$ cat config.mk
export PLATFORM = sky130hd
export DESIGN_NAME = mts_ctrl
export DESIGN_NICKNAME = d
export VERILOG_FILES = /design/src/design/mts_pkg.sv /design/src/design/mts_ctrl.sv
export SDC_FILE = /design/constraint.sdc
export NUM_CORES = 1
export LEC_CHECK = 0
export BUFFER_PORTS_ARGS = -buffer_cell sky130_fd_sc_hd__buf_2
export CORE_AREA = 2 2 39 41
export CTS_BUF_LIST = sky130_fd_sc_hd__clkbuf_8 sky130_fd_sc_hd__clkbuf_16
export DETAILED_ROUTE_END_ITERATION = 6
export DIE_AREA = 0 0 41 43
export PLACE_DENSITY = 0.36
export RECOVER_POWER = 100
export REMOVE_ABC_BUFFERS = 1
export SLEW_MARGIN = 20
export SYNTH_ARGS = -nofsm -noshare
export SYNTH_HDL_FRONTEND = slang
export SYNTH_SLANG_ARGS = --single-unit
$ cat constraint.sdc
create_clock -name aclk -period 1.15 [get_ports aclk]
set_clock_uncertainty 0.05 [all_clocks]
set_input_delay 0.23 -clock aclk [delete_from_list [all_inputs] [get_ports aclk]]
set_output_delay 0.23 -clock aclk [all_outputs]
set_load 0.005 [all_outputs]
$ cat src/design/mts_pkg.sv
`timescale 1ns / 1ps
`default_nettype none
// ----------------------------------------------------------------------------
// mts_pkg
// Shared codes and controller/datapath interface types for the min-tracking
// stack.
// ----------------------------------------------------------------------------
package mts_pkg;

    localparam logic OP_PUSH = 1'b0;
    localparam logic OP_POP  = 1'b1;

    localparam logic [1:0] ST_OK    = 2'd0;
    localparam logic [1:0] ST_FULL  = 2'd1;
    localparam logic [1:0] ST_EMPTY = 2'd2;

    typedef enum logic [1:0] {
        S_IDLE    = 2'b01,
        S_POP_FIN = 2'b10
    } mts_state_t;

    // controller -> datapath
    typedef struct packed {
        logic accept;   // input item taken this cycle
        logic fin;      // pop read data is back, update tops
        logic load;     // load result register
    } mts_cmd_t;

    // datapath -> controller
    typedef struct packed {
        logic pop_go;   // offered item is a pop on a non-empty stack
        logic out_free; // result register free or being drained
    } mts_stat_t;

endpackage
`default_nettype wire

$ cat src/design/mts_ctrl.sv
`timescale 1ns / 1ps
`default_nettype none
// ----------------------------------------------------------------------------
// mts_ctrl
// Sequencer: takes items, and on pops waits in S_POP_FIN for the memory read.
// ----------------------------------------------------------------------------
module mts_ctrl (
    input  wire logic              aclk,
    input  wire logic              aresetn,
    input  wire logic              s_valid,
    output logic                   s_ready,
    input  wire mts_pkg::mts_stat_t stat,
    output mts_pkg::mts_cmd_t      cmd
);
    import mts_pkg::*;

    mts_state_t state_reg, state_next;

    assign s_ready    = (state_reg == S_IDLE) && stat.out_free;
    assign cmd.accept = s_valid && s_ready;
    assign cmd.fin    = (state_reg == S_POP_FIN);
    assign cmd.load   = (cmd.accept && !stat.pop_go) || cmd.fin;

    always_comb begin
        state_next = state_reg;
        case (state_reg)
            S_IDLE: begin
                if (cmd.accept && stat.pop_go) begin
                    state_next = S_POP_FIN;
                end
            end
            S_POP_FIN: begin
                state_next = S_IDLE;
            end
            default: begin
                state_next = S_IDLE;
            end
        endcase
    end

    always_ff @(posedge aclk) begin
        if (!aresetn) begin
            state_reg <= S_IDLE;
        end else begin
            state_reg <= state_next;
        end
    end

    a_fin_after_pop: assert property (@(posedge aclk) disable iff (!aresetn)
        cmd.fin |-> $past(cmd.accept && stat.pop_go))
        else $error("pop finish without a pop accept");

    a_no_accept_in_fin: assert property (@(posedge aclk) disable iff (!aresetn)
        cmd.fin |-> !cmd.accept)
        else $error("item taken during pop finish");

    a_one_load_per_item: assert property (@(posedge aclk) disable iff (!aresetn)
        (cmd.accept && stat.pop_go) |=> cmd.load)
        else $error("pop result not loaded");

endmodule
`default_nettype wire

Word-level counts from Yosys, hierarchy flattened
Cells that the tools add are included.

cells by class
  bitwise gates (word level) = 0
  reduce and logical (&&, ||, !) cells = 7
  div/mod/pow operators = 0
  multipliers = 0
  equal/unequal tests = 2
  add/subtract/negate cells = 0
  shifts and indexed selects = 0
  $lt $le $gt $ge = 0
  muxes and demuxes = 0

operators with widths
  kind                                           number
  logical AND 1 bit                              4
  == test 2 x 1 -> 1 bit, second input constant  1
  == test 2 bit, second input constant           1
  AND reduction 2 bit                            1
  zero test 1 bit                                1
  logical OR 1 bit                               1

word-level totals
  memory bits (writable) = 0
  logic and storage cells = 10
  output and inout bits = 4
  ROM bits = 0
  register bits = 2
  bits in latches = 0
  memories = 0

Logic depth before layout (Yosys ltp)
Gate-level depths: netlist of the first run.

  depth in word-level cells = 5
  depth in mapped cells = 2
  depth with buffers taken out = 2

Least setup slack after synthesis of the first run
OpenSTA, ideal clock, no wires.

  path kind = flip-flop to output port
  start point = register state_reg[1]
  end point = output port cmd[0] in the netlist's numbering
  slack = 0.166 ns
  data arrival time = 0.704 ns
  cell stages (with the launch flop) = 3
  data required time = 0.870 ns
  cell sequence = dfxtp_1 -> and4bb_2 -> a21o_1

RTL lines
  item                    line            text
  from (decl)             mts_ctrl.sv:17  mts_state_t state_reg, state_next;
  from (signal assigned)  mts_ctrl.sv:45  state_reg <= state_next;
  to (decl)               mts_ctrl.sv:13  output mts_pkg::mts_cmd_t cmd

==> run metrics, run 1 <==
#FFs+latches synth=2; FMAX=0.764 GHz; CTS Buf Count=3; fill count=158; GRT overflow=0; final non-filler cell area=215 µm²; Net count, final=28; drt pass-1 iters=3; critical path type=flip-flop to output port; Sink Count=2; failing checks=setup timing; Max Buffers Root-to-Sink=2; Syn Area/Cell=10.8 µm²; RR Startpoint=state_reg[1]; sequential-to-total area share from yosys stat=41.0%; R2R depth=3; 1st-iter DRT viols=3; DP Worst Slack=0.268 ps; PD cells=1760 nW/µm²; CP endpoint kind=output port; Final WS setup=-159 ps; die height=43 µm; CP Max Fanout=4; synth top area cells=dfxtp_1 41%, and4bb_2 13%, and3b_2 10%; core region area=1380 µm²; CP Cell Sequence=and4bb_2 -> a21o_1 -> buf_2; Via density=3.32; post-synth cell types=8; share of layout cells above drive strength 1=76.2%; Final Setup Violations=2; Worst R2R Setup Slack=170 ps; H-tree levels=1; DRC=0; area added between synthesis and finish=121%; number of max-cap violations=0; vias=123; Max-slew headroom=90.4%; Worst setup startpoint=state_reg[0]; CP max stage delay=320 ps; Worst VDD drop=0.337 mV; # IOs=9; Buffers & Inverters on Critical Path=1; utilization after layout=15.6%; Routed WL per cell=8.89 µm; Largest delay share family, worst path=flip-flops; top cell type's share of synthesized area=41.0%; unrepaired setup endpoints after global routing=yes; Starting Density=7.05%; largest net degree at the start of global routing=5; Setup crit start kind=flip-flop; routability cong.=0.478; Post-Syn Area=97.6 µm²; status=finished, violations left; Critical Path AT=1030 ps; Final period util=114%; vias in the first global route=141; Worst setup endpoint=cmd[0]; antenna-violating nets left=0; Reg area=42.5 µm²; routed wire length=329 µm; Leak=0.111 nW; footprint of the multi-input gates=57.6 µm²; die width=41 µm; DIE AREA=1760 µm²; stages on the worst setup path=3; CTS root buf=clkbuf_8; Worst-Margin Slew=143 ps; Synth area leader=dfxtp_1; post-synthesis cell count=9; Rows=14; slowest CP cell=dfxtp_2; initial antenna violation count=0; global-route wire length before repair=496 µm; required time of the critical path=870 ps; worst-skew pair later-pin latency=210 ps; TritonCTS clock tree=built; RR Endpoint=state_reg[1]; Reg clk slew, reported paths=30 ps; placed inst area=158 µm²; max-slew violation count=0; Hold Path Class=primary input to flip-flop; Warnings, synthesis=0; PortBufs=8; ant diodes=0; gr usage total=5.31%; Largest register FFs=2; Final Hold Viols=0; Tmin final=1310 ps
cell usage after synthesis:
cell      instances
dfxtp_1           2
a21o_1            1
and3_1            1
and3b_2           1
and4b_1           1
and4bb_2          1
nand3_1           1
nor2b_1           1
power breakdown:
part	switching, W	total [W]	internal, W
Sequential	0.00000132	0.0000736	0.0000723
Combinational	0.0000114	0.0000323	0.0000208
Clock	0.0000515	0.000273	0.000221
Total	0.0000643	0.000378	0.000314
worst reg2reg max path: stages (launching register included):
cell      delay (ps)
dfxtp_2          320
and4b_1          200
clkbuf_4         140
and3_1           160
per-stage QoR:
step	instances	power (W)	setup TNS, ps	hold WS (ps)
after global placement	33	0.0000994	0	377
final	37	0.000378	-174	170
after CTS	37	0.000387	-192	168
after global routing	37	0.000403	-279	187
after floorplan	9	0.0000847	0	252
after detailed placement	33	0.000101	0	390
cell type report:
class                   count  area share, %
well taps                  16           9.30
clock buffers               3           19.2
multi-input cells           7           26.7
flip-flops and latches      2           19.8
repair buffers              9           25.0
cells in the final DEF, fill, tap and decap left out:
cell type,netlist,routed
buf_2,0,7
clkbuf_8,0,3
dfxtp_2,0,2
and3b_2,1,1
and4b_1,1,1
nor2b_1,1,1
and4bb_2,1,1
a21o_1,1,1
nand3_1,1,1
and3_1,1,1
buf_6,0,1
clkbuf_4,0,1
per-layer routing:
metal / GRT usage, % / wire, µm / vias to the layer above
met2: 5.94 / 126 / 9
met3: 4.71 / 44 / 2
met1: 4.15 / 152 / 52
li1: - / - / 60
met4: 8.00 / 6 / 0
met5: 0 / 0 / -
cell families (layout without fill, tap and decap cells):
group	Yosys count	count (layout)	synth area share, %
simple gates	6	6	51.3
flops	2	2	41.0
compound gates	1	1	7.70
buf+inv	0	12	0
what timing repair did:
item / in CTS / in global routing
hold buffers: 0 / 0
gates resized for setup: 2 / 1
buffers inserted: 1 / 0
pin swaps: 1 / 0
setup endpoints to repair: 2 / 4
gates cloned: 0 / 0
worst min-delay path by stage:
stage,startpoint,end,slack [ps],cells after the start
floorplan,stat[1],state_reg[0],250,1
detailed placement,aresetn,state_reg[0],390,2
global placement,stat[1],state_reg[0],380,2
CTS,aresetn,state_reg[0],170,2
global route,aresetn,state_reg[0],190,2
finish,aresetn,state_reg[0],170,2
Note: power is estimated with default switching activity, not from simulation.
==> inputs of run 2 (changes only) <==
--- a/config.mk
+++ b/config.mk
@@ -6,11 +6,13 @@
 export NUM_CORES = 1
 export LEC_CHECK = 0
 export BUFFER_PORTS_ARGS = -buffer_cell sky130_fd_sc_hd__buf_2
+export CELL_PAD_IN_SITES_DETAIL_PLACEMENT = 0
+export CELL_PAD_IN_SITES_GLOBAL_PLACEMENT = 1
 export CORE_AREA = 2 2 39 41
 export CTS_BUF_LIST = sky130_fd_sc_hd__clkbuf_8 sky130_fd_sc_hd__clkbuf_16
 export DETAILED_ROUTE_END_ITERATION = 6
 export DIE_AREA = 0 0 41 43
-export PLACE_DENSITY = 0.36
+export PLACE_DENSITY = 0.42
 export RECOVER_POWER = 100
 export REMOVE_ABC_BUFFERS = 1
 export SLEW_MARGIN = 20
==> run 2 against run 1 <==
  * The flow still finishes with violations (setup timing)
  * Final cell count increased by 2.7%
  * Wire length up 14%
  * Via count rose by 4.9%
  * Global-route usage increased by 0.70 points
  * Final area is 0.58% higher
  * Die area did not move
==> run metrics, run 2 (synthesized netlist as in run 1, its figures left out) <==
most frequent cells in the layout=8 x buf_2, 3 x clkbuf_8, 2 x dfxtp_2; Starting Density=7.05%; required time of the critical path=870 ps; Sink Count=2; Max Buffers Root-to-Sink=2; vias in the first global route=148; RR Endpoint=state_reg[1]; Net count, final=29; GRT overflow=0; Worst setup startpoint=state_reg[1]; Hold Path Class=primary input to flip-flop; Largest register FFs=2; Final Hold Viols=0; drt pass-1 iters=2; R2R depth=4; FMAX=0.769 GHz; Hold Crit Depth=2; unrepaired setup endpoints after global routing=yes; Reg clk slew, reported paths=30 ps; CTS Buf Count=3; die width=41 µm; fill count=164; max-slew violation count=0; share of layout cells above drive strength 1=77.3%; TritonCTS clock tree=built; failing checks=setup timing; Setup crit start kind=flip-flop; Hold WS=170 ps; Tmin final=1300 ps; Rows=14; most common cell after layout, fill and taps aside=buf_2; Final WS setup=-150 ps; H-tree levels=1; Max Used Layer=met4; Final Setup Violations=2; Leak=0.114 nW; 1st-iter DRT viols=1; met1 WL=138 µm; # IOs=9; critical path type=flip-flop to output port; Routed WL per cell=9.89 µm; WL met3=89 µm; Final period util=113%; Worst setup endpoint=cmd[0]; die height=43 µm; gr usage total=6.01%; core region area=1380 µm²; largest net degree at the start of global routing=5; Critical Path AT=1020 ps; number of max-cap violations=0; CP endpoint kind=output port; Worst R2R Setup Slack=50 ps; DP Worst Slack=15.5 ps; RR Startpoint=state_reg[1]; worst-skew pair later-pin latency=210 ps; routability cong.=0.506; CTS Hold Buffers Added=0; area added between synthesis and finish=122%; PD cells=1770 nW/µm²; Worst-Margin Slew=154 ps; vias=129; Via density=3.39; PortBufs=8; initial antenna violation count=0; global-route wire length before repair=565 µm; Worst VDD drop=0.294 mV; status=finished, violations left; CP Max Fanout=4; antenna-violating nets left=0; routed wire length=376 µm; ant diodes=0; DRC=0; Max-slew headroom=89.7%; DIE AREA=1760 µm²; DR WL met2=126 µm; CTS root buf=clkbuf_8
-- run 2: worst min path at each step --
stage	start	to	slack, ps
2_1_floorplan	stat[1]	state_reg[0]	250
4_1_cts	aresetn	state_reg[0]	160
5_1_grt	stat[1]	state_reg[0]	170
6_report	stat[1]	state_reg[0]	170
3_3_place_gp	stat[1]	state_reg[0]	380
3_5_place_dp	stat[1]	state_reg[0]	390
-- run 2: worst max-delay path, cell delays in order (launching register included) --
cell	delay, ps
dfxtp_2	320
and4bb_2	220
a21o_1	150
buf_2	120
-- run 2: through the flow --
| stage | cells | power (W) | util, % | TNS, ps | instance area (µm²) |
|---|---|---|---|---|---|
| 3_3_place_gp | 33 | 0.0000997 | 11.4 | 0 | 158 |
| 2_1_floorplan | 9 | 0.0000847 | - | 0 | 97.6 |
| 3_5_place_dp | 33 | 0.000100 | 11.4 | 0 | 158 |
| 6_report | 38 | 0.000384 | 15.6 | -163 | 216 |
| 5_1_grt | 38 | 0.000406 | 15.6 | -305 | 216 |
| 4_1_cts | 37 | 0.000390 | 15.1 | -182 | 209 |
-- run 2: cell type report --
cell class	instances	area (µm²)	share of cell area [%]
Clock buffer	3	41.3	19.1
Sequential cell	2	42.5	19.7
Multi-Input combinational cell	7	57.6	26.6
Tap cell	16	20.0	9.25
Timing Repair Buffer	10	55.1	25.4
-- run 2: repair_timing --
item | CTS | global route
setup endpoints to repair | 4 | 4
pin swaps | 1 | 0
gates resized for setup | 2 | 0
buffers inserted | 1 | 1
-- run 2: report_power, final --
group / internal, W / total [W] / switching, W / leakage [nW]
registers: 0.0000723 / 0.0000735 / 0.00000129 / 0.0163
logic: 0.0000204 / 0.0000322 / 0.0000117 / 0.0765
clock network: 0.000221 / 0.000278 / 0.0000564 / 0.0216
total: 0.000314 / 0.000384 / 0.0000695 / 0.114
-- run 2: layer usage --
layer / GRT usage [%] / vias to the layer above
li1: - / 61
met1: 4.79 / 53
met2: 5.94 / 11
met3: 5.76 / 4
met4: 10.0 / 0
met5: 0 / -
